--- config.mk ---
export PLATFORM = sky130hd
export DESIGN_NAME = lse_back
export DESIGN_NICKNAME = d
export VERILOG_FILES = /design/src/rtl/lse_pkg.sv /design/src/rtl/lse_back.sv
export SDC_FILE = /design/constraint.sdc
export NUM_CORES = 1
export LEC_CHECK = 0
export ABC_CLOCK_PERIOD_IN_PS = 4950
export BUFFER_PORTS_ARGS = -buffer_cell sky130_fd_sc_hd__buf_2
export CAP_MARGIN = 0
export CORE_MARGIN = 10
export CORE_UTILIZATION = 39
export DETAILED_ROUTE_END_ITERATION = 8
export PLACE_DENSITY = 0.78
export SETUP_SLACK_MARGIN = 0.3
export SYNTH_ARGS = -nofsm -noshare
export SYNTH_HDL_FRONTEND = slang
export SYNTH_SLANG_ARGS = --single-unit
--- constraint.sdc ---
create_clock -name aclk -period 4.95 [get_ports aclk]
set_input_delay 0.2475 -clock aclk [delete_from_list [all_inputs] [get_ports aclk]]
set_output_delay 0.2475 -clock aclk [all_outputs]
set_load 0.05 [all_outputs]
--- src/rtl/lse_pkg.sv ---
// Shared types and constants of the Legendre series evaluator.
// Used by every module of the block; depends on nothing.
package lse_pkg;

    localparam int DATA_W    = 32;
    localparam int COEF_W    = 32;
    localparam int CFG_IDX_W = 4;
    localparam int IFRAC     = 30;   // fraction bits of t and P(n)
    localparam int GUARD     = 14;   // extra fraction bits in the accumulator
    localparam int T_W       = 32;
    localparam int P_W       = 34;
    localparam int ACC_W     = 52;
    localparam int NUM_W     = 38;
    localparam int RECIP_W   = 31;
    localparam int SUM_W     = 40;
    localparam int MAX_TERMS = 6;

    // Configuration register indexes.
    localparam logic [CFG_IDX_W-1:0] REG_RANGE_MID     = 4'd0;
    localparam logic [CFG_IDX_W-1:0] REG_INV_HALF_SPAN = 4'd1;
    localparam logic [CFG_IDX_W-1:0] REG_COEF_0        = 4'd2;

    localparam logic signed [P_W-1:0] P_ONE = P_W'(64'd1 << IFRAC);

    // 1/k in unsigned Q1.30, rounded to nearest.
    localparam logic [RECIP_W-1:0] RECIP_TAB [MAX_TERMS+1] = '{
        31'd0, 31'd1073741824, 31'd536870912, 31'd357913941,
        31'd268435456, 31'd214748365, 31'd178956971
    };

    // State handed from cell to cell.
    typedef struct packed {
        logic signed [T_W-1:0]   t;
        logic signed [P_W-1:0]   p_prev;
        logic signed [P_W-1:0]   p_cur;
        logic signed [ACC_W-1:0] acc;
        logic                    clamped;
    } lse_bus_t;

endpackage

--- src/rtl/lse_back.sv ---
// Back end: rounds the accumulator to the output format, saturates it and
// holds the result item in the output register. Uses lse_pkg.
module lse_back (
    input  logic                      aclk,
    input  logic                      aresetn,
    input  logic                      in_valid,
    output logic                      in_ready,
    input  lse_pkg::lse_bus_t         in_bus,
    output logic                      m_tvalid,
    input  logic                      m_tready,
    output logic [lse_pkg::DATA_W-1:0] m_tdata,
    output logic [1:0]                m_tuser
);
    import lse_pkg::*;

    localparam logic signed [SUM_W-1:0] SAT_MAX = SUM_W'(32'h7fff_ffff);
    localparam logic signed [SUM_W-1:0] SAT_MIN = ~SAT_MAX;

    logic v1_reg, v2_reg;
    logic en1, en2;

    logic [ACC_W-1:0]        a_mag;
    logic [ACC_W-1:0]        s_rnd;
    logic signed [SUM_W-1:0] s_abs;
    logic signed [SUM_W-1:0] sum_next, sum_reg;
    logic                    clamped_reg;

    logic [DATA_W-1:0] data_next, data_reg;
    logic              sat_next, sat_reg, clamped_out_reg;

    assign en2 = !v2_reg || m_tready;
    assign en1 = !v1_reg || en2;
    assign in_ready = en1;

    assign a_mag    = in_bus.acc[ACC_W-1] ? (~in_bus.acc + 1'b1) : in_bus.acc;
    assign s_rnd    = (a_mag >> GUARD) + ACC_W'(a_mag[GUARD-1]);
    assign s_abs    = $signed(s_rnd[SUM_W-1:0]);
    assign sum_next = in_bus.acc[ACC_W-1] ? -s_abs : s_abs;

    always_comb begin
        data_next = sum_reg[DATA_W-1:0];
        sat_next  = 1'b0;
        if (sum_reg > SAT_MAX) begin
            data_next = SAT_MAX[DATA_W-1:0];
            sat_next  = 1'b1;
        end else if (sum_reg < SAT_MIN) begin
            data_next = SAT_MIN[DATA_W-1:0];
            sat_next  = 1'b1;
        end
    end

    always_ff @(posedge aclk) begin
        if (!aresetn) begin
            v1_reg <= 1'b0;
            v2_reg <= 1'b0;
        end else begin
            if (en1) v1_reg <= in_valid;
            if (en2) v2_reg <= v1_reg;
        end
    end

    always_ff @(posedge aclk) begin
        if (en1 && in_valid) begin
            sum_reg     <= sum_next;
            clamped_reg <= in_bus.clamped;
        end
        if (en2 && v1_reg) begin
            data_reg        <= data_next;
            sat_reg         <= sat_next;
            clamped_out_reg <= clamped_reg;
        end
    end

    assign m_tvalid = v2_reg;
    assign m_tdata  = data_reg;
    assign m_tuser  = {sat_reg, clamped_out_reg};

endmodule

==> reports/results.txt <==
Slew Limit Fails -> 0
worst endpoint required time -> 5.03 ns
CTS H-Tree Depth -> 3
commonest non-fill, non-tap cells in the layout -> buf_2 (90), buf_4 (90), edfxtp_1 (75), xnor2_1 (67), nand2_1 (41)
Crit path max-delay family -> simple AND/OR/NAND/NOR gates
fin nets -> 941
Tot Pwr -> 1.96 mW
Area after DPL -> 0.00728 mm2
TritonCTS buffer count -> 9
Synth Flop Type -> edfxtp_1
final hold viol count -> 0
vias in the first global route -> 4954
I/O pin cnt -> 193
r2r setup slk -> 3.15 ns
gr usage total -> 13.5%
Net Sw Frac -> 29.3%
clk_skew -> 0.00706 ns
global-route congestion overflow total -> 0
crit path time final -> 4.60 ns
power density cells -> 244 mW/mm2
Mapped Avg Cell Area -> 9.83 um2
Slew @ Worst Pin -> 1.13 ns
clk buf depth -> 2
max reg flops -> 40
CP Cell Sequence -> buf_6 -> or4_4 -> or4_4 -> o41a_1 -> xor2_1 -> ha_2 -> nor2b_4 -> nand2_2 -> mux2i_4 -> o22ai_4 -> or3_4 -> nor3_4 -> xnor2_2 -> nand4b_1 -> or3_4 -> nand3b_4 -> o31ai_4 -> xnor2_1
Area Growth Syn to Fin -> 31.4%
initial detailed-routing violation count -> 336
Crit Path Max Fanout -> 6
Sink Count -> 77
via count -> 5201
CTS clock-pin slew for the worst setup and hold paths -> 0.06 ns
Logic pwr share -> 25.2%
IO buf count -> 92
largest net degree at the start of global routing -> 42
Via density -> 5.21
Routed Antenna Nets -> 0
Cell variety after synth -> 85
WP buf/inv -> 1
Die ar. -> 0.0210 mm2
Slowest-stage cell, CP -> or4_4
Yosys reg bits -> 77
Min Hold Slack -> 0.0936 ns
DRC errors left -> 0
Setup violations, final -> 0
worst min-delay path category -> in2reg
number of antenna violations at the first check in global routing -> 1
detailed placer's ending HPWL -> 11.7 mm
YS warnings -> 0
Avg WL per Cell -> 15.2 um
post-synthesis sequential area ratio -> 37.6%
Horiz. Die Dim -> 145 um
Pleak -> 2.89 nW
cell area after layout -> 0.00801 mm2
Post-Route WL -> 15.1 mm
nature of the critical path startpoint -> primary input
first-pass GRT wire length -> 24.5 mm
worst stage delay on the critical path -> 0.56 ns
Placed Cells -> 964
Root Buffer -> clkbuf_16
fin cells -> 998
First-pass DRT Iterations -> 4
Skew-Pair Late Insertion Delay -> 0.33 ns
core area -> 0.0153 mm2
share of layout cells above drive strength 1 -> 36.9%
Switch Pwr -> 0.573 mW
critical path endpoint category -> flop
Synth Instances -> 620
fmax -> 217 MHz
Setup CP Type -> in2reg
VDD IR max -> 0.221 mV
Worst EP arrival -> 4.68 ns
Die Y-Extent -> 145 um
synthesized cell area -> 0.00609 mm2
fin crit share -> 93.0%
max_slew headroom -> 22.7%
sequential power share -> 41.2%
Post-synth EDFFs -> 75
GP Congestion -> 0.885
Clock Power Share -> 33.6%
internal power -> 1.38 mW
max cap viols -> 0
Synth Net Count -> 780
# rows -> 45
status -> finished, final reports clean
Initial Util -> 39.9%
Async S/R FF share, synth -> 0%
CTS tree -> built
RSZ-0062 raised after global routing -> yes
final core utilization -> 52.5%
## layout make-up
| class | count | area (um2) |
|---|---|---|
| Clock buffer | 9 | 225 |
| Sequential cell | 77 | 2290 |
| Inverter | 13 | 48.8 |
| Clock inverter | 7 | 81.3 |
| Fill cell | 1374 | 7250 |
| Tap cell | 211 | 264 |
| Antenna cell | 1 | 2.50 |
| Timing Repair Buffer | 183 | 1160 |
| Multi-Input combinational cell | 497 | 3940 |
## cell families (layout without fill, tap and decap cells)
family                     Yosys count  in the layout  share of synthesized area [%]
muxes                                5              5                           1.03
DFF                                 77             77                           37.6
xor gates and xnor gates           107            107                           15.9
buffers and inverters               46            212                           3.31
other                                0              1                              0
and+or+nand+nor                    222            222                           21.4
AOI/OAI and AO/OA                  160            160                           20.2
adders and majority gates            3              3                          0.616
## repair_timing
item / 4_1_cts / 5_1_grt
hold buffers: 0 / 0
resized for setup: 11 / 45
pin swaps: 2 / 18
buffers inserted: 3 / 14
endpoints found under the setup margin: 15 / 19
## cell usage after synthesis (14+ instances only)
library cell | instances | share of area (%)
a21oi_1 | 16 | 1.3
clkbuf_1 | 24 | 1.5
edfxtp_1 | 75 | 37
nand2_1 | 44 | 2.7
nand3_1 | 15 | 1.2
nor2_1 | 30 | 1.8
nor3_1 | 24 | 2.0
nor4_1 | 14 | 1.4
o21a_1 | 35 | 4.3
o21ai_0 | 31 | 2.5
xnor2_1 | 70 | 10
xor2_1 | 34 | 4.9
## through the flow
step / worst slack, ns / setup TNS [ns]
2_1_floorplan: 0.175 / 0
3_3_place_gp: -0.167 / -1.40
3_5_place_dp: -0.226 / -2.69
4_1_cts: 0.300 / 0
5_1_grt: 0.184 / 0
6_report: 0.346 / 0
## per-layer routing
metal,wire [um],global-route usage [%],up-vias
met5,0,0,-
met4,162,4.09,0
met3,758,2.67,11
met2,7140,21.5,114
met1,7080,18.0,2419
li1,-,-,2657
## worst paths after layout
kind | startpoint | endpoint | depth (start not counted)
setup reg to reg | sum_reg[31] | sat_reg | 3
hold / removal | in_bus[0] | clamped_reg | 1
setup / recovery | in_bus[5] | sum_reg[36] | 18
hold reg to reg | clamped_reg | clamped_out_reg | 0
## power by group through the flow
| stage | Clock, mW | Combinational [mW] | Sequential [mW] |
|---|---|---|---|
| after floorplan | 0 | 0.273 | 0.867 |
| after global placement | 0 | 0.454 | 0.817 |
| after detailed placement | 0 | 0.463 | 0.819 |
| after CTS | 0.669 | 0.469 | 0.807 |
| after global routing | 0.695 | 0.539 | 0.811 |
| final | 0.657 | 0.494 | 0.806 |
(Power assumes the default switching activity.)
