===== src/rtl/lse_pkg.sv =====
// Shared types and constants of the Legendre series evaluator.
// Used by every module of the block; depends on nothing.
package lse_pkg;

    localparam int DATA_W    = 32;
    localparam int COEF_W    = 32;
    localparam int CFG_IDX_W = 4;
    localparam int IFRAC     = 30;   // fraction bits of t and P(n)
    localparam int GUARD     = 14;   // extra fraction bits in the accumulator
    localparam int T_W       = 32;
    localparam int P_W       = 34;
    localparam int ACC_W     = 52;
    localparam int NUM_W     = 38;
    localparam int RECIP_W   = 31;
    localparam int SUM_W     = 40;
    localparam int MAX_TERMS = 6;

    // Configuration register indexes.
    localparam logic [CFG_IDX_W-1:0] REG_RANGE_MID     = 4'd0;
    localparam logic [CFG_IDX_W-1:0] REG_INV_HALF_SPAN = 4'd1;
    localparam logic [CFG_IDX_W-1:0] REG_COEF_0        = 4'd2;

    localparam logic signed [P_W-1:0] P_ONE = P_W'(64'd1 << IFRAC);

    // 1/k in unsigned Q1.30, rounded to nearest.
    localparam logic [RECIP_W-1:0] RECIP_TAB [MAX_TERMS+1] = '{
        31'd0, 31'd1073741824, 31'd536870912, 31'd357913941,
        31'd268435456, 31'd214748365, 31'd178956971
    };

    // State handed from cell to cell.
    typedef struct packed {
        logic signed [T_W-1:0]   t;
        logic signed [P_W-1:0]   p_prev;
        logic signed [P_W-1:0]   p_cur;
        logic signed [ACC_W-1:0] acc;
        logic                    clamped;
    } lse_bus_t;

endpackage


===== src/rtl/lse_front.sv =====
// Front end: maps a sample onto [-1,1] in Q2.30 and clamps it, in three stages.
// Depends on lse_pkg.
module lse_front #(
    parameter int FRAC_BITS = 16
) (
    input  logic                             aclk,
    input  logic                             aresetn,
    input  logic                             in_valid,
    output logic                             in_ready,
    input  logic signed [lse_pkg::DATA_W-1:0] sample_x,
    input  logic signed [lse_pkg::DATA_W-1:0] range_mid,
    input  logic        [lse_pkg::DATA_W-1:0] inv_half_span,
    output logic                             out_valid,
    input  logic                             out_ready,
    output lse_pkg::lse_bus_t                out_bus
);
    import lse_pkg::*;

    localparam int SH = 2 * FRAC_BITS - IFRAC;
    localparam logic [63:0] X_ONE = 64'd1 << (2 * FRAC_BITS);

    logic v1_reg, v2_reg, v3_reg;
    logic en1, en2, en3;

    logic [DATA_W:0]   diff;
    logic [DATA_W:0]   diff_mag;
    logic              d_neg_reg;
    logic [DATA_W-1:0] d_mag_reg;

    logic [63:0] prod_next;
    logic [63:0] prod_reg;
    logic        p_neg_reg;

    logic        clip;
    logic [63:0] prod_clip;
    logic [63:0] tm_full;
    logic signed [T_W-1:0] t_mag;
    lse_bus_t    bus_next;
    lse_bus_t    bus_reg;

    assign en3 = !v3_reg || out_ready;
    assign en2 = !v2_reg || en3;
    assign en1 = !v1_reg || en2;
    assign in_ready = en1;

    // The difference needs 33 bits, but its magnitude always fits in 32.
    assign diff     = {sample_x[DATA_W-1], sample_x} - {range_mid[DATA_W-1], range_mid};
    assign diff_mag = diff[DATA_W] ? (~diff + 1'b1) : diff;

    assign prod_next = 64'(d_mag_reg) * 64'(inv_half_span);

    assign clip      = prod_reg > X_ONE;
    assign prod_clip = clip ? X_ONE : prod_reg;

    generate
        if (SH > 0) begin : g_round
            assign tm_full = (prod_clip >> SH) + 64'(prod_clip[SH-1]);
        end else if (SH == 0) begin : g_exact
            assign tm_full = prod_clip;
        end else begin : g_widen
            assign tm_full = prod_clip << (-SH);
        end
    endgenerate

    assign t_mag = $signed(tm_full[T_W-1:0]);

    always_comb begin
        bus_next.t       = p_neg_reg ? -t_mag : t_mag;
        bus_next.p_prev  = '0;
        bus_next.p_cur   = P_ONE;
        bus_next.acc     = '0;
        bus_next.clamped = clip;
    end

    always_ff @(posedge aclk) begin
        if (!aresetn) begin
            v1_reg <= 1'b0;
            v2_reg <= 1'b0;
            v3_reg <= 1'b0;
        end else begin
            if (en1) v1_reg <= in_valid;
            if (en2) v2_reg <= v1_reg;
            if (en3) v3_reg <= v2_reg;
        end
    end

    always_ff @(posedge aclk) begin
        if (en1 && in_valid) begin
            d_neg_reg <= diff[DATA_W];
            d_mag_reg <= diff_mag[DATA_W-1:0];
        end
        if (en2 && v1_reg) begin
            prod_reg  <= prod_next;
            p_neg_reg <= d_neg_reg;
        end
        if (en3 && v2_reg) begin
            bus_reg <= bus_next;
        end
    end

    assign out_valid = v3_reg;
    assign out_bus   = bus_reg;

endmodule


===== config.mk =====
export PLATFORM = sky130hd
export DESIGN_NAME = lse_front
export DESIGN_NICKNAME = d
export VERILOG_FILES = /design/src/rtl/lse_pkg.sv /design/src/rtl/lse_front.sv
export SDC_FILE = /design/constraint.sdc
export NUM_CORES = 2
export LEC_CHECK = 0
export BUFFER_PORTS_ARGS = -buffer_cell sky130_fd_sc_hd__buf_2
export CAP_MARGIN = 0
export CORE_ASPECT_RATIO = 1.4
export CORE_MARGIN = 2
export CORE_UTILIZATION = 55
export DETAILED_ROUTE_END_ITERATION = 10
export GPL_TIMING_DRIVEN = 0
export PLACE_DENSITY = 0.73
export SLEW_MARGIN = 20
export SYNTH_ARGS = -nofsm -noshare
export SYNTH_HDL_FRONTEND = slang
export SYNTH_SLANG_ARGS = --single-unit

===== constraint.sdc =====
create_clock -name aclk -period 18.5 [get_ports aclk]
set_input_delay 0.925 -clock aclk [delete_from_list [all_inputs] [get_ports aclk]]
set_output_delay 0.925 -clock aclk [all_outputs]
set_load 0.01 [all_outputs]

==> run metrics <==
status complete, no violations; Seq. cell area roughly 4000 µm²; largest net degree at the start of global routing 30; layout cells sized above 1 6.66%; non-filler cells, final roughly 6.0k; die width between 200 and 250 µm; CTS tree done; R2R Path Start d_mag_reg[25]$_DFFE_PP_; Final Setup Violations 0; port bufs approximately 130; core area around 77,000 µm²; HP Class reg2reg; post-CTS setup buffer count 0; routed wl met2 70,600 µm; maxcap violations 0; Std-Cell Rows about 120; Top Layer Used met5; Arr. time, crit path 9690 ps; max-slew violations 0; pre-CTS setup slack between 8000 and 9000 ps; reg2reg setup slack roughly 9000 ps; Critical R2R Capture prod_reg[63]$_DFFE_PP_; Yosys cell types 78; most frequent cell after synthesis inv_1; DRC 0; Sinks on Clock Net approximately 130; hold buffer count at CTS 0; drt pass-1 iters 6; Congestion Overflow GR 0; synth-to-layout area growth 7.65%; Syn Area/Cell between 9 and 10 µm²; Final Wtd Congestion between 1 and 1.5; hold slack final 572 ps; wirelength, routed between 100,000 and 150,000 µm; EDFF count, synth 131; ANT nets after route 0; main area contributors after synthesis fa_1 (42%), edfxtp_1 (9.2%), and2_1 (8.9%), ha_1 (8.7%), inv_1 (8.1%); ys flop type edfxtp_1; post-CTS resize count 0; Fmax achieved approximately 110 MHz; HP Start v1_reg$_SDFFE_PN0N_; Global Route Usage Sum 37.5%; largest fanout on the critical path 11; Final nets between 6k and 7k; Synthesis Warnings 0; Final Hold Viols 0; Crit path required time 18,740 ps; Vias approximately 34k; clock period minus worst slack around 9500 ps; clock buffer depth 2; clock latency on the worst-skew pair 500 ps; WL/cell approximately 24 µm; multi-input logic area 33,900 µm²; first-pass GRT wire length about 210,000 µm; Slew headroom between 10 and 15%; area share of the largest cell type after synthesis between 40% and 50%; crit start category register; Post-Synthesis Cells about 4.7k; number of flip-flops in the largest register 64; initial antenna violation count 9; root buf cell clkbuf_16; WS Path Type reg2reg; ys async rst share 0%; Post-synth top cells inv_1 (926), fa_1 (897), and2_1 (611), nand2_1 (531), ha_1 (299); cell count after placement about 6k; Cell Area, Synth 42,800 µm²; hold path cells 2; WL met1 45,900 µm; Worst setup EP type register; FF+latch count, synth about 130; die area between 80,000 and 90,000 µm²; RSZ-0062 raised after global routing no; fill cell count between 6k and 7k; io pins roughly 260; Hold EP v2_reg$_SDFFE_PN0P_; R2R cell count 26; vias in the first global route between 30k and 40k; Worst Tran Pin Value between 1000 and 1500 ps; Seq/Total Area, Yosys under 10%; Worst Slack Setup Final 9050 ps; Synth area leader fa_1; WL met3 between 10,000 and 15,000 µm; Num CTS Buffers 17; H-tree Lvls 4; Worst Clk Skew between 15 and 20 ps; Via density between 5 and 6; setup_tns 0 ps; initial DRC count 2,568; Tcrit/Tclk final 51.1%; Starting Density 55.3%; Clock transition at path regs ~70 ps; detailed placement HPWL 121,000 µm; DIE HEIGHT about 330 µm
==> how the worst max path moves through the flow <==
stage | start | end | slack, ps
final | d_mag_reg[25]$_DFFE_PP_ | prod_reg[63]$_DFFE_PP_ | 9050
after global routing | d_mag_reg[25]$_DFFE_PP_ | prod_reg[42]$_DFFE_PP_ | 8810
after CTS | d_mag_reg[8]$_DFFE_PP_ | prod_reg[63]$_DFFE_PP_ | 9190
after detailed placement | inv_half_span[7] | prod_reg[63]$_DFFE_PP_ | 8730
after global placement | inv_half_span[7] | prod_reg[61]$_DFFE_PP_ | 8640
after floorplan | inv_half_span[8] | prod_reg[63]$_DFFE_PP_ | 10600
==> cell usage in the layout (no fill, tap or decap), types with 12 or more instances in the layout <==
cell type,netlist,final
inv_1,926,926
fa_1,897,897
and2_1,611,611
nand2_1,531,531
ha_1,299,299
clkbuf_1,249,244
buf_2,5,139
edfxtp_1,131,131
a21oi_1,126,126
buf_4,120,120
conb_1,2,120
xnor2_1,101,101
nor2_1,93,93
o21ai_0,90,90
a21o_1,56,56
nand3_1,53,53
xor2_1,50,50
nor3_1,26,26
nand4_1,25,25
a31oi_1,19,18
and3_1,17,17
o21a_1,17,17
clkbuf_16,0,17
nand2b_1,14,14
nor4_1,15,13
o31ai_1,13,13
o211ai_1,12,12
nor2b_1,13,12
==> layer usage <==
metal	GRT usage, %	vias up
li1	-	14575
met1	38.4	17109
met2	62.7	1820
met3	8.28	730
met4	36.1	4
met5	0	-
==> stage by stage <==
stage | instance area (µm²) | utilization [%]
2_1_floorplan | 43200 | -
3_3_place_gp | 45200 | 58.4
6_report | 46100 | 59.5
3_5_place_dp | 45400 | 58.7
5_1_grt | 46000 | 59.5
4_1_cts | 46000 | 59.5
==> logic make-up (layout without fill, tap and decap cells) <==
logic type	after synthesis	count (layout)	share of synthesized area (%)
AOI/OAI and AO/OA	437	437	6.64
xor gates and xnor gates	151	151	3.09
adders and majority gates	1196	1196	50.7
buffers and inverters	1304	1476	12.5
DFF	134	134	9.33
muxes	5	5	0.120
other	2	128	0.0175
and+or+nand+nor	1451	1451	17.6
==> final cells by class <==
type / count / share of cell area [%]
Inverter: 926 / 7.55
Clock buffer: 17 / 0.924
Buffer: 378 / 4.10
Sequential cell: 134 / 8.67
Timing Repair Buffer: 140 / 1.77
Tap cell: 1045 / 2.84
Multi-Input combinational cell: 3360 / 73.7
Antenna cell: 8 / 0.0435
Clock inverter: 15 / 0.440
==> worst max-delay path: stages, from the launching register on <==
cell and delay (ps):
edfxtp_1 580, clkbuf_1 770, and2_1 540, fa_1 500
inv_1 80, fa_1 420, fa_1 470, fa_1 540
inv_1 50, fa_1 490, fa_1 480, fa_1 510
inv_1 50, fa_1 480, inv_1 50, ha_1 280
clkbuf_1 180, a21oi_1 170, o21bai_1 70, a21oi_1 240
nand3_1 100, nor3_1 710, nor3_1 230, o21ai_0 490
a31oi_1 200, a221oi_1 350, xnor2_1 130
Power is left out: the tool's default activity adds up to more than one toggle a clock period on the data nets, which glitch-free logic cannot reach.
